==> config.mk <==
export PLATFORM = sky130hd
export DESIGN_NAME = bounded_deque_with_search
export DESIGN_NICKNAME = d
export VERILOG_FILES = /design/src/hdl/dbs_pkg.sv /design/src/hdl/dbs_mem.sv /design/src/hdl/bounded_deque_with_search.sv
export SDC_FILE = /design/constraint.sdc
export NUM_CORES = 1
export LEC_CHECK = 0
export ABC_CLOCK_PERIOD_IN_PS = 17200
export BUFFER_PORTS_ARGS = -buffer_cell sky130_fd_sc_hd__buf_2
export CAP_MARGIN = 5
export CORE_ASPECT_RATIO = 0.75
export CORE_MARGIN = 2
export CORE_UTILIZATION = 60
export CTS_CLUSTER_DIAMETER = 200
export CTS_CLUSTER_SIZE = 16
export DETAILED_ROUTE_END_ITERATION = 10
export HOLD_SLACK_MARGIN = 0.02
export PLACE_DENSITY_LB_ADDON = 0.15
export SYNTH_ARGS = -nofsm -noshare
export SYNTH_HDL_FRONTEND = slang
export SYNTH_SLANG_ARGS = --single-unit
export TNS_END_PERCENT = 5
==> constraint.sdc <==
create_clock -name i_clk -period 17.2 [get_ports i_clk]
set_clock_uncertainty 0.2 [all_clocks]
set_input_delay 2.58 -clock i_clk [delete_from_list [all_inputs] [get_ports i_clk]]
set_output_delay 2.58 -clock i_clk [all_outputs]
set_load 0.1 [all_outputs]
==> src/hdl/dbs_pkg.sv <==
// Package for the bounded deque with search.
// Holds the request, status and sequencer state codes and the fixed field widths.
// No dependencies.
`timescale 1ns / 1ps

package dbs_pkg;

    localparam int ITEM_W  = 32;
    localparam int REQ_W   = 3;
    localparam int TOTAL_W = 6;
    localparam int STAT_W  = 2;
    localparam int OUT_W   = 80;

    typedef enum logic [REQ_W-1:0] {
        REQ_ADD_FRONT = 3'd0,
        REQ_ADD_BACK  = 3'd1,
        REQ_REM_FRONT = 3'd2,
        REQ_REM_BACK  = 3'd3,
        REQ_CONTAINS  = 3'd4,
        REQ_REM_VAL   = 3'd5
    } t_req;

    typedef enum logic [STAT_W-1:0] {
        STAT_OK        = 2'd0,
        STAT_FULL      = 2'd1,
        STAT_EMPTY     = 2'd2,
        STAT_NOT_FOUND = 2'd3
    } t_status;

    typedef enum logic [3:0] {
        S_IDLE,
        S_EXEC,
        S_SCAN_RD,
        S_SCAN_CMP,
        S_SHIFT_RD,
        S_SHIFT_WR,
        S_FRONT_RD,
        S_BACK_RD,
        S_BACK_CAP,
        S_DONE
    } t_state;

endpackage

==> src/hdl/dbs_mem.sv <==
// Entry store of the deque: one write port, one read port, registered read data.
// Standalone; sized by its parameters.
`timescale 1ns / 1ps

module dbs_mem #(
    parameter int DEPTH = 32,
    parameter int AW    = 5,
    parameter int DW    = 32
) (
    input  logic          i_clk,
    input  logic          i_wr_en,
    input  logic [AW-1:0] i_wr_addr,
    input  logic [DW-1:0] i_wr_data,
    input  logic          i_rd_en,
    input  logic [AW-1:0] i_rd_addr,
    output logic [DW-1:0] o_rd_data
);

    logic [DW-1:0] r_mem [DEPTH];
    logic [DW-1:0] r_rd_data;

    always_ff @(posedge i_clk) begin
        if (i_wr_en) begin
            r_mem[i_wr_addr] <= i_wr_data;
        end
    end

    always_ff @(posedge i_clk) begin
        if (i_rd_en) begin
            r_rd_data <= r_mem[i_rd_addr];
        end
    end

    assign o_rd_data = r_rd_data;

endmodule

==> src/hdl/bounded_deque_with_search.sv <==
// Top level of the bounded deque with search: request sequencer and output register.
// Depends on dbs_pkg and dbs_mem.
//
//  channel   dir  beat fields (lsb first)
//  s_axis    in   tuser: req_type[2:0]; tdata: item_value[31:0]
//  m_axis    out  tdata: front_value, back_value, is_empty, entry_total, value_found,
//                 status, zero pad to 80 bits
//
// An add, a front or back removal or an unused code runs the execute state, then the
// front read, back read and back capture states (only front read if the deque is empty
// afterwards), then waits in done until the output is free, loads the result beat and
// returns to idle, where the next beat is accepted. Contains and remove value scan first:
// a read and a compare state per entry compared, and one more step if nothing matches;
// remove value with a match adds a read and a write state per entry moved up and a
// closing step. Each entry visit and the front and back reads use the single read port.
// Reset clears the front position, the count and the output valid; the store is not cleared.
// A new beat is accepted while a result waits; the next result holds until it is taken.
`timescale 1ns / 1ps

module bounded_deque_with_search #(
    parameter int CAPACITY = 32
) (
    input  logic                          i_clk,
    input  logic                          i_rst_n,
    input  logic                          s_axis_tvalid,
    output logic                          s_axis_tready,
    input  logic [dbs_pkg::ITEM_W-1:0]    s_axis_tdata,   // item_value[31:0]
    input  logic [dbs_pkg::REQ_W-1:0]     s_axis_tuser,   // req_type[2:0]
    output logic                          m_axis_tvalid,
    input  logic                          m_axis_tready,
    // front_value[31:0], back_value[63:32], is_empty[64], entry_total[70:65],
    // value_found[71], status[73:72], zero[79:74]
    output logic [dbs_pkg::OUT_W-1:0]     m_axis_tdata
);

    import dbs_pkg::*;

    localparam int AW = (CAPACITY > 1) ? $clog2(CAPACITY) : 1;
    localparam int CW = $clog2(CAPACITY + 1);

    t_state                r_state, n_state;
    logic [AW-1:0]         r_fp, n_fp;
    logic [CW-1:0]         r_cnt, n_cnt;
    logic [CW-1:0]         r_idx, n_idx;
    t_req                  r_req;
    logic [ITEM_W-1:0]     r_val;
    logic                  r_found, n_found;
    t_status               r_status, n_status;
    logic [ITEM_W-1:0]     r_front, n_front;
    logic [ITEM_W-1:0]     r_back, n_back;
    logic                  r_out_valid, n_out_valid;
    logic [OUT_W-1:0]      r_out, n_out;

    logic                  w_accept;
    logic                  w_full;
    logic                  w_empty;
    logic                  w_out_free;
    logic                  w_match;
    logic                  w_shift_end;
    logic [CW-1:0]         w_log;
    logic [CW:0]           w_sum;
    logic [AW-1:0]         w_slot;
    logic [AW-1:0]         w_fp_dec;
    logic [AW-1:0]         w_fp_inc;
    logic                  w_wr_en;
    logic [AW-1:0]         w_wr_addr;
    logic [ITEM_W-1:0]     w_wr_data;
    logic                  w_rd_en;
    logic [ITEM_W-1:0]     w_rd_data;
    logic [TOTAL_W-1:0]    w_total;

    assign s_axis_tready = (r_state == S_IDLE);
    assign w_accept      = s_axis_tvalid && s_axis_tready;
    assign m_axis_tvalid = r_out_valid;
    assign m_axis_tdata  = r_out;

    assign w_full      = (r_cnt == CW'(CAPACITY));
    assign w_empty     = (r_cnt == '0);
    assign w_out_free  = !r_out_valid || m_axis_tready;
    assign w_match     = (w_rd_data == r_val);
    assign w_shift_end = ((r_idx + 1'b1) == r_cnt);
    assign w_total     = TOTAL_W'(r_cnt);

    assign w_fp_dec = (r_fp == '0) ? AW'(CAPACITY - 1) : (r_fp - 1'b1);
    assign w_fp_inc = (r_fp == AW'(CAPACITY - 1)) ? '0 : (r_fp + 1'b1);

    always_comb begin
        unique case (r_state)
            S_EXEC:     w_log = r_cnt;
            S_SHIFT_RD: w_log = r_idx + 1'b1;
            S_BACK_RD:  w_log = r_cnt - 1'b1;
            S_FRONT_RD: w_log = '0;
            default:    w_log = r_idx;
        endcase
    end

    always_comb begin
        w_sum = (CW+1)'(r_fp) + (CW+1)'(w_log);
        if (w_sum >= (CW+1)'(CAPACITY)) begin
            w_sum = w_sum - (CW+1)'(CAPACITY);
        end
    end

    assign w_slot = AW'(w_sum);

    dbs_mem #(
        .DEPTH (CAPACITY),
        .AW    (AW),
        .DW    (ITEM_W)
    ) u_mem (
        .i_clk     (i_clk),
        .i_wr_en   (w_wr_en),
        .i_wr_addr (w_wr_addr),
        .i_wr_data (w_wr_data),
        .i_rd_en   (w_rd_en),
        .i_rd_addr (w_slot),
        .o_rd_data (w_rd_data)
    );

    // next state
    always_comb begin
        n_state = r_state;
        unique case (r_state)
            S_IDLE: begin
                if (w_accept) n_state = S_EXEC;
            end
            S_EXEC: begin
                unique case (r_req) inside
                    REQ_CONTAINS, REQ_REM_VAL: n_state = S_SCAN_RD;
                    default:                   n_state = S_FRONT_RD;
                endcase
            end
            S_SCAN_RD: begin
                n_state = (r_idx == r_cnt) ? S_FRONT_RD : S_SCAN_CMP;
            end
            S_SCAN_CMP: begin
                if (!w_match) begin
                    n_state = S_SCAN_RD;
                end else if (r_req == REQ_REM_VAL) begin
                    n_state = S_SHIFT_RD;
                end else begin
                    n_state = S_FRONT_RD;
                end
            end
            S_SHIFT_RD: begin
                n_state = w_shift_end ? S_FRONT_RD : S_SHIFT_WR;
            end
            S_SHIFT_WR: n_state = S_SHIFT_RD;
            S_FRONT_RD: begin
                n_state = w_empty ? S_DONE : S_BACK_RD;
            end
            S_BACK_RD:  n_state = S_BACK_CAP;
            S_BACK_CAP: n_state = S_DONE;
            S_DONE: begin
                if (w_out_free) n_state = S_IDLE;
            end
            default:    n_state = S_IDLE;
        endcase
    end

    // datapath and store accesses
    always_comb begin
        n_fp        = r_fp;
        n_cnt       = r_cnt;
        n_idx       = r_idx;
        n_found     = r_found;
        n_status    = r_status;
        n_front     = r_front;
        n_back      = r_back;
        n_out       = r_out;
        n_out_valid = r_out_valid;
        w_wr_en     = 1'b0;
        w_wr_addr   = w_slot;
        w_wr_data   = r_val;
        w_rd_en     = 1'b0;

        if (r_out_valid && m_axis_tready) begin
            n_out_valid = 1'b0;
        end

        unique case (r_state)
            S_IDLE: begin
                n_found  = 1'b0;
                n_status = STAT_OK;
                n_idx    = '0;
            end
            S_EXEC: begin
                unique case (r_req) inside
                    REQ_ADD_FRONT: begin
                        if (w_full) begin
                            n_status = STAT_FULL;
                        end else begin
                            w_wr_en   = 1'b1;
                            w_wr_addr = w_fp_dec;
                            n_fp      = w_fp_dec;
                            n_cnt     = r_cnt + 1'b1;
                        end
                    end
                    REQ_ADD_BACK: begin
                        if (w_full) begin
                            n_status = STAT_FULL;
                        end else begin
                            w_wr_en = 1'b1;
                            n_cnt   = r_cnt + 1'b1;
                        end
                    end
                    REQ_REM_FRONT: begin
                        if (w_empty) begin
                            n_status = STAT_EMPTY;
                        end else begin
                            n_fp  = w_fp_inc;
                            n_cnt = r_cnt - 1'b1;
                        end
                    end
                    REQ_REM_BACK: begin
                        if (w_empty) begin
                            n_status = STAT_EMPTY;
                        end else begin
                            n_cnt = r_cnt - 1'b1;
                        end
                    end
                    REQ_CONTAINS, REQ_REM_VAL: begin
                        n_status = STAT_NOT_FOUND;
                    end
                    default: begin
                        n_status = STAT_OK;
                    end
                endcase
            end
            S_SCAN_RD: begin
                w_rd_en = (r_idx != r_cnt);
            end
            S_SCAN_CMP: begin
                if (w_match) begin
                    n_found  = 1'b1;
                    n_status = STAT_OK;
                end else begin
                    n_idx = r_idx + 1'b1;
                end
            end
            S_SHIFT_RD: begin
                if (w_shift_end) begin
                    n_cnt = r_cnt - 1'b1;
                end else begin
                    w_rd_en = 1'b1;
                end
            end
            S_SHIFT_WR: begin
                w_wr_en   = 1'b1;
                w_wr_data = w_rd_data;
                n_idx     = r_idx + 1'b1;
            end
            S_FRONT_RD: begin
                if (w_empty) begin
                    n_front = '0;
                    n_back  = '0;
                end else begin
                    w_rd_en = 1'b1;
                end
            end
            S_BACK_RD: begin
                n_front = w_rd_data;
                w_rd_en = 1'b1;
            end
            S_BACK_CAP: begin
                n_back = w_rd_data;
            end
            S_DONE: begin
                if (w_out_free) begin
                    n_out_valid = 1'b1;
                    n_out       = {6'd0, r_status, r_found, w_total, w_empty, r_back, r_front};
                end
            end
            default: begin
            end
        endcase
    end

    always_ff @(posedge i_clk) begin
        if (!i_rst_n) begin
            r_state     <= S_IDLE;
            r_fp        <= '0;
            r_cnt       <= '0;
            r_out_valid <= 1'b0;
        end else begin
            r_state     <= n_state;
            r_fp        <= n_fp;
            r_cnt       <= n_cnt;
            r_out_valid <= n_out_valid;
        end
    end

    always_ff @(posedge i_clk) begin
        if (w_accept) begin
            r_req <= t_req'(s_axis_tuser);
            r_val <= s_axis_tdata;
        end
        r_idx    <= n_idx;
        r_found  <= n_found;
        r_status <= n_status;
        r_front  <= n_front;
        r_back   <= n_back;
        r_out    <= n_out;
    end

endmodule

==> flow_summary.yaml <==
route:
  wl_mm: 118
  postRouteAntennaNets: 0
  wl_per_cell_microns: 34.3
  firstDrtPassIters: 5
  drc: 0
  vias: 23700
  avgViaCountPerCell: 6.90
  drt_iter0_markers: 3540
sta:
  fin_setup_tns_ns: 0
  relSlewSlack: 0.234
  hold_viol: 0
  fmax_ghz: 0.157
  period_needed_ns: 6.38
  max_slew.worst_pin.slew_ns: 1.15
  setup_violations: 0
  drv_slew: 0
  timing.hold.ws_ns: 0.212
  rsz0062_at_grt: "false"
  fin_crit_sh: 0.371
cells_and_area:
  most-common-layout-cells: "1,238 x edfxtp_1, 320 x mux4_2, 114 x buf_2"
  layout-drive-gt1-share: 0.285
  finalNetCount: 2416
  final_cell_area_sq_um: 53400
  register_area_sq_um: 37500
  area_growth_syn_to_layout_pct: 9.07
  final_common_cell: "edfxtp_1"
  n_fill_cell: 5131
  multi_input_area_sq_um: 11200
critical_path:
  r2r-start: "r_state[2]"
  rr_worst_depth: 12
  r2r-end: "u_mem.o_rd_data[8]"
  arrival_ns: 6.58
  endpoint_kind: "register"
  r2r_slack_ns: 10.82
  required_ns: 17.41
  crit_fanout: 76
  cp-start-kind: "register"
  critPathKind: "reg -> reg"
global_route:
  grt_max_degree: 77
  grt_pass1_wl_mm: 168
  grt_pass1_vias: 23100
  overflow: 0
  track_usage: 0.287
  antenna_found_initial: 0
synth:
  synth_cell_types: 72
  syn_avg_cell_area_sq_um: 22.0
  async_flop_share: 0
  ys_seq_elements: 1254
  yosysSeqAreaShare: 0.766
  synth_edf_count: 1238
  synthFlopType: "edfxtp_1"
  synth_top_area_share: 0.759
  yosysTopAreaCell: "edfxtp_1"
  synth-warning-count: 0
  syn_inst: 2226
  syn_area_sq_um: 49000
  synth.area.top_cells: "edfxtp_1 76%, mux4_2 15%, and2_1 0.88%"
clock_tree:
  cts_tree: "done"
  h-tree-depth: 3
  cts_buffer_depth: 3
  cts_root_buf: "clkbuf_16"
  clk_pin_slew_worst_paths_ns: 0.07
  cts_setup_buffers: 0
  cts_resized: 0
  clkLatencyLatePin_ns: 0.66
  cts_buffers: 88
  cts_sinks: 1254
  holdBufCountCts: 0
pwr:
  p_per_area_nw_per_um2: 159
  p_leak_nw: 16.6
  irDropWorstVdd_uv: 134
die:
  die_width_microns: 334
  num_rows: 90
  io_pins: 121
  start_util: 0.607
  coreArea_sq_um: 80600
  dieArea_sq_um: 83900
  die-height_microns: 251
place:
  place_congestion: 0.856
  numPortBuffers: 114
  dp_hpwl_mm: 61.9
  place_area_sq_um: 51000
worst_hold_path:
  hp-start: "r_front[5]"
  min_to: "m_axis_tdata[5]"
  hold_path_class: "reg -> reg"
  min_path_cells: 0
run_status:
  status: "complete, no violations"
job:
  maxCapViolations: 0
[flip-flops by register name (all words and copies together) (netlist names), 2 cells and up]
register / count
u_mem.r_mem: 1024
m_axis_tdata: 74
r_back: 32
r_front: 32
r_val: 32
u_mem.o_rd_data: 32
r_cnt: 6
r_idx: 6
r_fp: 5
r_state: 4
r_req: 3
r_status: 2
[worst max-delay path: stages (launching register included)]
cell     delay [ns]
dfxtp_1        0.97
nand2_1        0.26
nor2_1         0.16
a21oi_1        0.06
o21ai_0        0.17
a221o_1        0.22
ha_4           0.14
inv_1          0.05
fa_4           1.51
buf_4          0.98
mux4_2         0.42
mux4_2         0.49
mux2_1         0.30
[per-layer routing]
metal  GRT usage  up-vias  routed length [microns]
met5           0        -                        0
met4      0.0583        0                     2080
met1       0.447    12700                    48200
li1            -     9438                        -
met3      0.0596      135                    12600
met2       0.430     1406                    54800
[layout make-up]
cell class              count  share of cell area
repair buffers            166              0.0180
well taps                1058              0.0248
inverters                  18             0.00126
diodes                      2           0.0000937
multi-input cells         837               0.209
flip-flops and latches   1254               0.702
clock inverters             5             0.00155
clock buffers              96              0.0430
[kinds of logic after synthesis]
| group | share of synthesized area |
|---|---|
| compound gates | 0.0149 |
| xor+xnor | 0.0103 |
| fa+ha+maj | 0.00322 |
| buf+inv | 0.0129 |
| flops | 0.766 |
| mux | 0.163 |
| other cells | 0.0000766 |
| simple gates | 0.0296 |
[stage by stage]
stage / utilization / worst slack [ns] / cells / power (mW)
2_1_floorplan: - / 10.48 / 2231 / 5.90
3_3_place_gp: 0.633 / 10.84 / 3333 / 6.59
3_5_place_dp: 0.633 / 10.79 / 3333 / 6.63
4_1_cts: 0.662 / 10.80 / 3434 / 8.52
5_1_grt: 0.662 / 10.37 / 3434 / 8.78
6_report: 0.662 / 10.82 / 3436 / 8.47
[cell usage after synthesis (16+ instances only)]
cell / n
a21oi_1: 35
o21ai_0: 24
edfxtp_1: 1238
clkbuf_1: 69
dfxtp_1: 16
and2_1: 69
buf_2: 38
nand2_1: 20
nor2_1: 74
xnor2_1: 45
inv_1: 18
mux2_2: 33
mux2_1: 26
mux4_2: 320
[worst max path at each step]
stage | slack [ns] | start | cells past startpoint | end
6_report | 10.82 | r_state[2] | 12 | u_mem.o_rd_data[8]
2_1_floorplan | 10.48 | m_axis_tready | 2 | m_axis_tdata[0]
3_5_place_dp | 10.79 | r_state[2] | 10 | u_mem.o_rd_data[16]
4_1_cts | 10.80 | r_state[2] | 10 | u_mem.o_rd_data[16]
5_1_grt | 10.37 | r_state[2] | 10 | u_mem.o_rd_data[9]
3_3_place_gp | 10.84 | r_state[2] | 10 | u_mem.o_rd_data[9]
[where the power goes]
part / internal [mW] / leakage (nW) / switching [mW]
clock: 0.945 / 1.16 / 0.961
combinational: 1.32 / 4.12 / 1.41
sequential: 3.68 / 11.3 / 0.165
No activity file was read; power rests on OpenSTA's default activity.
